### src/hw/rtl/nrfd_pkg.sv
// ----------------------------------------------------------------------------
// nrfd_pkg: shared types and constants of the response frame deframer
// Frame constants, status codes, header error codes and the queue entry.
// ----------------------------------------------------------------------------
package nrfd_pkg;

   // Frame layout
   localparam logic [7:0] START_CODE = 8'hFF;
   localparam logic [7:0] FRAME_ID   = 8'hD5;
   localparam logic [7:0] POSTAMBLE  = 8'h00;
   localparam logic [7:0] PREAMBLE   = 8'h00;
   localparam int         MIN_FRAME  = 8;

   // Byte position counter, saturating
   localparam int             POS_W   = 9;
   localparam logic [POS_W-1:0] POS_MAX = '1;

   // Queue between front and back
   localparam int QUEUE_DEPTH_DEFAULT = 2;

   // Closing status codes
   typedef enum logic [2:0] {
      STATUS_OK           = 3'd0,
      STATUS_SHORT        = 3'd1,
      STATUS_BAD_PREAMBLE = 3'd2,
      STATUS_BAD_LEN_SUM  = 3'd3,
      STATUS_BAD_ID       = 3'd4,
      STATUS_BAD_POSTAMBLE = 3'd5
   } status_type;

   // Header error seen so far
   typedef enum logic [1:0] {
      HDR_NONE     = 2'd0,
      HDR_PREAMBLE = 2'd1,
      HDR_LEN_SUM  = 2'd2
   } hdr_err_type;

   // One result waiting in the queue
   typedef struct packed {
      logic       is_status;
      logic [7:0] payload_byte;
      status_type status_code;
   } entry_type;

endpackage

### src/hw/rtl/nrfd_if.sv
// ----------------------------------------------------------------------------
// nrfd_req_if / nrfd_rsp_if: request and result channels
// Valid/ready channels carrying received bytes in and results out.
// ----------------------------------------------------------------------------
interface nrfd_req_if;
   logic       valid;
   logic       ready;
   logic [7:0] rx_byte;
   logic       final_byte;

   modport source (output valid, output rx_byte, output final_byte, input ready);
   modport sink   (input valid, input rx_byte, input final_byte, output ready);
endinterface

interface nrfd_rsp_if;
   import nrfd_pkg::*;
   logic       valid;
   logic       ready;
   logic       is_status;
   logic [7:0] payload_byte;
   status_type status_code;

   modport source (output valid, output is_status, output payload_byte,
                   output status_code, input ready);
   modport sink   (input valid, input is_status, input payload_byte,
                   input status_code, output ready);
endinterface

### src/hw/rtl/nfc_response_frame_deframer.sv
// ----------------------------------------------------------------------------
// nfc_response_frame_deframer: response frame checker
// Checks one received frame buffer byte by byte and emits payload bytes and
// a closing status for the buffer.
//
//   channel  dir  handshake      payload
//   req      in   valid/ready    rx_byte[7:0], final_byte
//   rsp      out  valid/ready    is_status, payload_byte[7:0], status_code[2:0]
//
// One byte per cycle is accepted unless the result queue is full; the
// classifier keeps all frame state in registers and updates it in the accepting cycle.
// A result passes the queue write, then the output register, before it is
// presented; a stalled output can hold it in the queue. Bytes that cause no
// result pass through the classifier only.
// req.ready drops only while the result queue is full (rsp stalled).
// Reset is synchronous and clears frame state, queue and output valid.
// ----------------------------------------------------------------------------
module nfc_response_frame_deframer #(
   parameter int QUEUE_DEPTH = nrfd_pkg::QUEUE_DEPTH_DEFAULT
) (
   input  logic        clock,
   input  logic        reset,
   nrfd_req_if.sink    req,
   nrfd_rsp_if.source  rsp
);
   import nrfd_pkg::*;

   logic      push, pop, queue_full, queue_valid;
   entry_type push_entry, queue_entry;

   nrfd_front u_front (
      .clock      (clock),
      .reset      (reset),
      .req        (req),
      .queue_full (queue_full),
      .push       (push),
      .push_entry (push_entry)
   );

   nrfd_queue #(
      .DEPTH (QUEUE_DEPTH)
   ) u_queue (
      .clock      (clock),
      .reset      (reset),
      .push       (push),
      .push_entry (push_entry),
      .pop        (pop),
      .full       (queue_full),
      .out_valid  (queue_valid),
      .out_entry  (queue_entry)
   );

   nrfd_back u_back (
      .clock    (clock),
      .reset    (reset),
      .in_valid (queue_valid),
      .in_entry (queue_entry),
      .pop      (pop),
      .rsp      (rsp)
   );

endmodule

### src/hw/rtl/nrfd_front.sv
// ----------------------------------------------------------------------------
// nrfd_front: byte classifier
// Tracks the position in the buffer, checks header fields and pushes payload
// bytes and the closing status into the result queue.
// ----------------------------------------------------------------------------
module nrfd_front (
   input  logic                clock,
   input  logic                reset,
   nrfd_req_if.sink            req,
   input  logic                queue_full,
   output logic                push,
   output nrfd_pkg::entry_type push_entry
);
   import nrfd_pkg::*;

   logic [POS_W-1:0] pos_ff, pos_in;
   logic [7:0]       len_ff, len_in;
   hdr_err_type      hdr_ff, hdr_in;
   logic             id_bad_ff, id_bad_in;
   logic             post_bad_ff, post_bad_in;

   logic             accept;
   logic [POS_W-1:0] len_ext;
   status_type       code;

   assign req.ready = !queue_full;
   assign accept    = req.valid && req.ready;
   // stored length; every use of it lies past the length byte
   assign len_ext   = {1'b0, len_ff};

   // Header checks, position update and result selection
   always_comb begin
      pos_in      = pos_ff;
      len_in      = len_ff;
      hdr_in      = hdr_ff;
      id_bad_in   = id_bad_ff;
      post_bad_in = post_bad_ff;
      push        = 1'b0;
      push_entry  = '{is_status: 1'b0, payload_byte: 8'h00, status_code: STATUS_OK};
      code        = STATUS_OK;

      if (pos_ff <= POS_W'(1)) begin
         if (req.rx_byte != PREAMBLE && hdr_ff == HDR_NONE) hdr_in = HDR_PREAMBLE;
      end else if (pos_ff == POS_W'(2)) begin
         if (req.rx_byte != START_CODE && hdr_ff == HDR_NONE) hdr_in = HDR_PREAMBLE;
      end else if (pos_ff == POS_W'(3)) begin
         len_in = req.rx_byte;
      end else if (pos_ff == POS_W'(4)) begin
         // zero length counts as a bad length checksum
         if (hdr_ff == HDR_NONE &&
             ((len_ff + req.rx_byte) != 8'h00 || len_ff == 8'h00)) hdr_in = HDR_LEN_SUM;
      end else if (pos_ff == POS_W'(5)) begin
         id_bad_in = (req.rx_byte != FRAME_ID);
      end

      if (pos_ff >= POS_W'(5) && pos_ff == len_ext + POS_W'(6))
         post_bad_in = (req.rx_byte != POSTAMBLE);

      // closing status, in priority order
      if (pos_ff < POS_W'(MIN_FRAME - 1)) begin
         code = STATUS_SHORT;
      end else begin
         case (hdr_in)
            HDR_PREAMBLE: code = STATUS_BAD_PREAMBLE;
            HDR_LEN_SUM:  code = STATUS_BAD_LEN_SUM;
            default: begin
               if (pos_ff < len_ext + POS_W'(6)) code = STATUS_SHORT;
               else if (id_bad_in)               code = STATUS_BAD_ID;
               else if (post_bad_in)             code = STATUS_BAD_POSTAMBLE;
               else                              code = STATUS_OK;
            end
         endcase
      end

      if (req.final_byte) begin
         push       = accept;
         push_entry = '{is_status: 1'b1, payload_byte: 8'h00, status_code: code};
         pos_in      = '0;
         len_in      = '0;
         hdr_in      = HDR_NONE;
         id_bad_in   = 1'b0;
         post_bad_in = 1'b0;
      end else begin
         if (pos_ff != POS_MAX) pos_in = pos_ff + POS_W'(1);
         if (hdr_in == HDR_NONE && pos_ff >= POS_W'(6) && pos_ff <= len_ext + POS_W'(4)) begin
            push       = accept;
            push_entry = '{is_status: 1'b0, payload_byte: req.rx_byte,
                           status_code: STATUS_OK};
         end
      end
   end

   // Frame state registers
   always_ff @(posedge clock) begin
      if (reset) begin
         pos_ff      <= '0;
         len_ff      <= '0;
         hdr_ff      <= HDR_NONE;
         id_bad_ff   <= 1'b0;
         post_bad_ff <= 1'b0;
      end else if (accept) begin
         pos_ff      <= pos_in;
         len_ff      <= len_in;
         hdr_ff      <= hdr_in;
         id_bad_ff   <= id_bad_in;
         post_bad_ff <= post_bad_in;
      end
   end

endmodule

### src/hw/rtl/nrfd_queue.sv
// ----------------------------------------------------------------------------
// nrfd_queue: result queue
// Small FIFO that decouples the classifier from the output stage.
// ----------------------------------------------------------------------------
module nrfd_queue #(
   parameter int DEPTH = nrfd_pkg::QUEUE_DEPTH_DEFAULT
) (
   input  logic                clock,
   input  logic                reset,
   input  logic                push,
   input  nrfd_pkg::entry_type push_entry,
   input  logic                pop,
   output logic                full,
   output logic                out_valid,
   output nrfd_pkg::entry_type out_entry
);
   import nrfd_pkg::*;

   localparam int PTR_W = (DEPTH > 1) ? $clog2(DEPTH) : 1;
   localparam int CNT_W = $clog2(DEPTH + 1);
   localparam logic [PTR_W-1:0] PTR_LAST = PTR_W'(DEPTH - 1);

   entry_type        slot_ff [DEPTH];
   logic [PTR_W-1:0] wr_ptr_ff, rd_ptr_ff;
   logic [CNT_W-1:0] count_ff;
   logic             do_push, do_pop;

   assign full      = (count_ff == CNT_W'(DEPTH));
   assign out_valid = (count_ff != '0);
   assign out_entry = slot_ff[rd_ptr_ff];
   assign do_push   = push && !full;
   assign do_pop    = pop && out_valid;

   // Storage
   always_ff @(posedge clock) begin
      if (do_push) slot_ff[wr_ptr_ff] <= push_entry;
   end

   // Pointers and fill count
   always_ff @(posedge clock) begin
      if (reset) begin
         wr_ptr_ff <= '0;
         rd_ptr_ff <= '0;
         count_ff  <= '0;
      end else begin
         if (do_push) wr_ptr_ff <= (wr_ptr_ff == PTR_LAST) ? '0 : wr_ptr_ff + PTR_W'(1);
         if (do_pop)  rd_ptr_ff <= (rd_ptr_ff == PTR_LAST) ? '0 : rd_ptr_ff + PTR_W'(1);
         if (do_push && !do_pop)      count_ff <= count_ff + CNT_W'(1);
         else if (do_pop && !do_push) count_ff <= count_ff - CNT_W'(1);
      end
   end

endmodule

### src/hw/rtl/nrfd_back.sv
// ----------------------------------------------------------------------------
// nrfd_back: output stage
// Takes results from the queue into the output register and presents them.
// ----------------------------------------------------------------------------
module nrfd_back (
   input  logic                clock,
   input  logic                reset,
   input  logic                in_valid,
   input  nrfd_pkg::entry_type in_entry,
   output logic                pop,
   nrfd_rsp_if.source          rsp
);
   import nrfd_pkg::*;

   logic      valid_ff;
   entry_type data_ff;
   logic      load;

   assign load = !valid_ff || rsp.ready;
   assign pop  = load && in_valid;

   assign rsp.valid        = valid_ff;
   assign rsp.is_status    = data_ff.is_status;
   assign rsp.payload_byte = data_ff.payload_byte;
   assign rsp.status_code  = data_ff.status_code;

   // Output register
   always_ff @(posedge clock) begin
      if (reset) valid_ff <= 1'b0;
      else if (load) valid_ff <= in_valid;
   end

   always_ff @(posedge clock) begin
      if (pop) data_ff <= in_entry;
   end

endmodule

### src/flat_wrapper.sv
// flat-port wrapper written by rule: the top's interface ports become plain ports
module nfc_response_frame_deframer_flat import nrfd_pkg::*;
#(
   parameter int QUEUE_DEPTH = nrfd_pkg::QUEUE_DEPTH_DEFAULT
)
  (clock, reset, req_valid, req_rx_byte, req_final_byte, req_ready, rsp_valid, rsp_is_status, rsp_payload_byte, rsp_status_code, rsp_ready);
  nrfd_req_if req_i ();
  nrfd_rsp_if rsp_i ();
  input  logic clock;
  input  logic reset;
  input wire logic [$bits(req_i.valid)-1:0] req_valid;
  input wire logic [$bits(req_i.rx_byte)-1:0] req_rx_byte;
  input wire logic [$bits(req_i.final_byte)-1:0] req_final_byte;
  output wire logic [$bits(req_i.ready)-1:0] req_ready;
  output wire logic [$bits(rsp_i.valid)-1:0] rsp_valid;
  output wire logic [$bits(rsp_i.is_status)-1:0] rsp_is_status;
  output wire logic [$bits(rsp_i.payload_byte)-1:0] rsp_payload_byte;
  output wire logic [$bits(rsp_i.status_code)-1:0] rsp_status_code;
  input wire logic [$bits(rsp_i.ready)-1:0] rsp_ready;
  assign req_i.valid = req_valid;
  assign req_i.rx_byte = req_rx_byte;
  assign req_i.final_byte = req_final_byte;
  assign req_ready = req_i.ready;
  assign rsp_valid = rsp_i.valid;
  assign rsp_is_status = rsp_i.is_status;
  assign rsp_payload_byte = rsp_i.payload_byte;
  assign rsp_status_code = rsp_i.status_code;
  assign rsp_i.ready = rsp_ready;
  nfc_response_frame_deframer #(.QUEUE_DEPTH(QUEUE_DEPTH)) u_core (.clock(clock), .reset(reset), .req(req_i), .rsp(rsp_i));
endmodule
### config.mk
export PLATFORM = sky130hd
export DESIGN_NAME = nfc_response_frame_deframer_flat
export DESIGN_NICKNAME = d
export VERILOG_FILES = /design/src/hw/rtl/nrfd_pkg.sv /design/src/hw/rtl/nrfd_if.sv /design/src/hw/rtl/nfc_response_frame_deframer.sv /design/src/hw/rtl/nrfd_front.sv /design/src/hw/rtl/nrfd_queue.sv /design/src/hw/rtl/nrfd_back.sv /design/src/flat_wrapper.sv
export SDC_FILE = /design/constraint.sdc
export NUM_CORES = 1
export LEC_CHECK = 0
export ABC_AREA = 1
export BUFFER_PORTS_ARGS = -buffer_cell sky130_fd_sc_hd__clkbuf_2
export CORE_UTILIZATION = 30
export DETAILED_ROUTE_END_ITERATION = 6
export HOLD_SLACK_MARGIN = 0.05
export SLEW_MARGIN = 10
export SYNTH_ARGS = -nofsm -noshare
export SYNTH_HDL_FRONTEND = slang
export SYNTH_SLANG_ARGS = --single-unit
### constraint.sdc
create_clock -name clock -period 3.75 [get_ports clock]
set_input_delay 0 -clock clock [delete_from_list [all_inputs] [get_ports clock]]
set_output_delay 0 -clock clock [all_outputs]
set_load 0.05 [all_outputs]
==> results.yml <==
finish:
  nFillCells: 1312
  multiInputGateArea_sq_um: 2080
  layout.nets: 605
  mostFrequentLayoutCell: "nand2_1"
  syn_to_final_growth_pct: 18.2
  register_area_sq_um: 1600
  fin_area_sq_um: 4710
  drive_above_1_share_pct: 13.2
  layout_common_cells: "nand2_1 (133), inv_1 (60), nor2_1 (55), nand3_1 (40)"
  utilization_pct: 36.9
  finalNonFillerCells: 732
  diodes: 0
pwr:
  finalPower_mw: 2.39
  vdd_drop_max_mv: 0.234
  p_per_area_nw_per_um2: 507
  p_leak_nw: 2.12
critical_path:
  cp.required_ns: 3.97
  critPathMaxStageDelay_ns: 0.53
  critPathArrivalTime_ns: 3.54
  timing.critical_path.fanout_max: 9
  cp_cell_sequence: "dlygate4sd3_1, clkbuf_2, ha_1, fa_1, or2_2, nor2_1, nand4_1, nor2_1, nand3_1, nand2_1, nand2_1, inv_1, ha_1, a21boi_2, nand2_4, nand2_1, nand2_2, inv_1, ha_1, a21oi_1, o21ai_0, o21ai_0, a21oi_1"
  critical_path_class: "input port to flop"
  crit_path_start_kind: "input port"
  cp_slowest_cell: "dlygate4sd3_1"
  critPathCaptureType: "flop"
route:
  via_per_inst: 4.62
  drt_iter0_markers: 140
  antenna_left: 0
  drt_wl_total_microns: 8800
  wl_per_cell_microns: 12.0
  firstDrtPassIters: 4
  via_count: 3379
  drc: 0
global_routing:
  grt_pass1_wl_microns: 15000
  grt_usage_pct: 14.1
  grt_max_degree: 18
  grt-ovfl-total: 0
  antenna_found_initial: 0
  grt_pass1_vias: 3254
floorplanning:
  start_util_pct: 31.2
  fp.dieArea_sq_um: 13700
  dieWidth_microns: 117
  fp.coreArea_sq_um: 12800
  die_height_microns: 117
  io_pins: 27
  num_rows: 41
place:
  dp_cells: 708
  port_buffers: 26
  placed_cell_area_sq_um: 4330
  gp_congestion: 0.853
  post-dp-hpwl_microns: 6910
  place_worst_setup_slack_ns: 0.424
clock_network:
  numCtsBuffers: 9
  cts_sinks: 62
  cts_tree: "built"
  cts_setup_buffers: 0
  cts.htree.levels: 3
  clockBufferDepth: 2
  insertion_delay_ns: 0.33
  cts.clk_slew.worst_paths_ns: 0.06
  clockRootBuffer: "clkbuf_16"
sta:
  hold_violations: 0
  timing.fmax_ghz: 0.301
  post-route-period-util_pct: 88.7
  clock_skew_ns: 0.00459
  rsz0062_at_grt: "no"
  worstMarginPinSlew_ns: 0.491
  finalSetupTns_ns: 0
  min_period_ns: 3.33
  holdWs_ns: 0.0572
  slew-limit-headroom_pct: 67.1
  slew_viol_final: 0
  finalSetupViolCount: 0
  setup_slack_ns: 0.424
synth:
  synth_edf_count: 36
  synth_seq_cells: 62
  syn_nets: 563
  synthCells: 513
  seq_area_frac_synth_pct: 40.2
  netlist_area_sq_um: 3980
  ys.flop_type: "edfxtp_1"
  async_reset_ff_share_pct: 0
  yosys_warnings: 0
  syn_avg_cell_area_sq_um: 7.76
  synth_cell_type_count: 33
min_path:
  hold_path_class: "input port to flop"
job:
  max-cap-violations: 0
run_status:
  outcome: "complete, no violations"
==> cell usage after synthesis, types with 6 or more instances <==
| cell | number | share of area (%) |
|---|---|---|
| edfxtp_1 | 36 | 27 |
| xor2_1 | 8 | 1.8 |
| nand3_1 | 40 | 5.0 |
| o21ai_0 | 11 | 1.4 |
| nand4_1 | 17 | 2.7 |
| inv_1 | 60 | 5.7 |
| ha_1 | 36 | 11 |
| nand2_1 | 133 | 13 |
| nand2_2 | 6 | 0.94 |
| nor2_1 | 55 | 5.2 |
| nor3_1 | 10 | 1.3 |
| a21oi_1 | 35 | 4.4 |
| dfxtp_1 | 26 | 13 |
==> sequential cells by signal (all words and copies together), names as in the netlist <==
name	flops
u_core.u_queue.slot_ff	24
u_core.u_front.pos_ff	9
u_core.u_back.rsp.payload_byte	8
u_core.u_front.len_ff	8
u_core.u_back.rsp.status_code	3
u_core.u_front.hdr_ff	2
u_core.u_queue.count_ff	2
u_core.u_back.rsp.is_status	1
u_core.u_back.rsp.valid	1
u_core.u_front.id_bad_ff	1
u_core.u_front.post_bad_ff	1
u_core.u_queue.rd_ptr_ff	1
u_core.u_queue.wr_ptr_ff	1
==> critical path, delay by kind of cell <==
family                     cells  cell delay [ns]
AOI/OAI and AO/OA              5             0.62
and+or+nand+nor               10             1.09
adders and majority gates      4             1.03
buffers and inverters          4             0.81
==> metal layers <==
metal / part of all wire [%] / track usage [%] / wire length, microns / vias up
met2: 49 / 24.9 / 4270 / 69
met5: 0 / 0 / 0 / -
li1: - / - / - / 1769
met3: 4.8 / 3.60 / 420 / 11
met1: 45 / 16.5 / 3960 / 1530
met4: 1.6 / 4.98 / 144 / 0
==> final timing paths <==
check / slack (ns) / start / cells past startpoint / to
setup / recovery: 0.42 / req_rx_byte[0] / 23 / u_core.u_queue.count_ff[1]
hold / removal: 0.06 / req_valid / 4 / u_core.u_front.id_bad_ff
setup reg to reg: 0.44 / u_core.u_front.len_ff[0] / 21 / u_core.u_queue.count_ff[1]
hold reg to reg: 0.47 / u_core.u_front.id_bad_ff / 2 / u_core.u_front.id_bad_ff
==> kinds of logic (layout without fill, tap and decap cells) <==
| logic type | Yosys count | after routing | share of synthesized area (%) |
|---|---|---|---|
| and+or+nand+nor | 273 | 273 | 30.3 |
| adders and majority gates | 37 | 37 | 11.8 |
| AOI/OAI and AO/OA | 51 | 51 | 7.19 |
| xor gates and xnor gates | 13 | 13 | 2.86 |
| buffers and inverters | 77 | 124 | 7.63 |
| DFF | 62 | 62 | 40.2 |
==> where the power goes <==
| part | switching [mW] | internal (mW) |
|---|---|---|
| Clock | 0.308 | 0.515 |
| Sequential | 0.0524 | 0.862 |
| Combinational | 0.505 | 0.146 |
==> final cells by class <==
cell class	instances	area share (%)
sequential	62	34.0
clock inverter	7	1.57
timing repair buffer	41	5.58
tap	172	4.57
clock buffer	9	4.78
multi-input combinational	374	44.1
inverter	67	5.37
==> what timing repair did <==
item / CTS / global route
endpoints found under the hold margin: 8 / 0
hold buffers: 8 / 0
gates resized for setup: 0 / 0
Note: power is estimated with default switching activity, not from simulation.
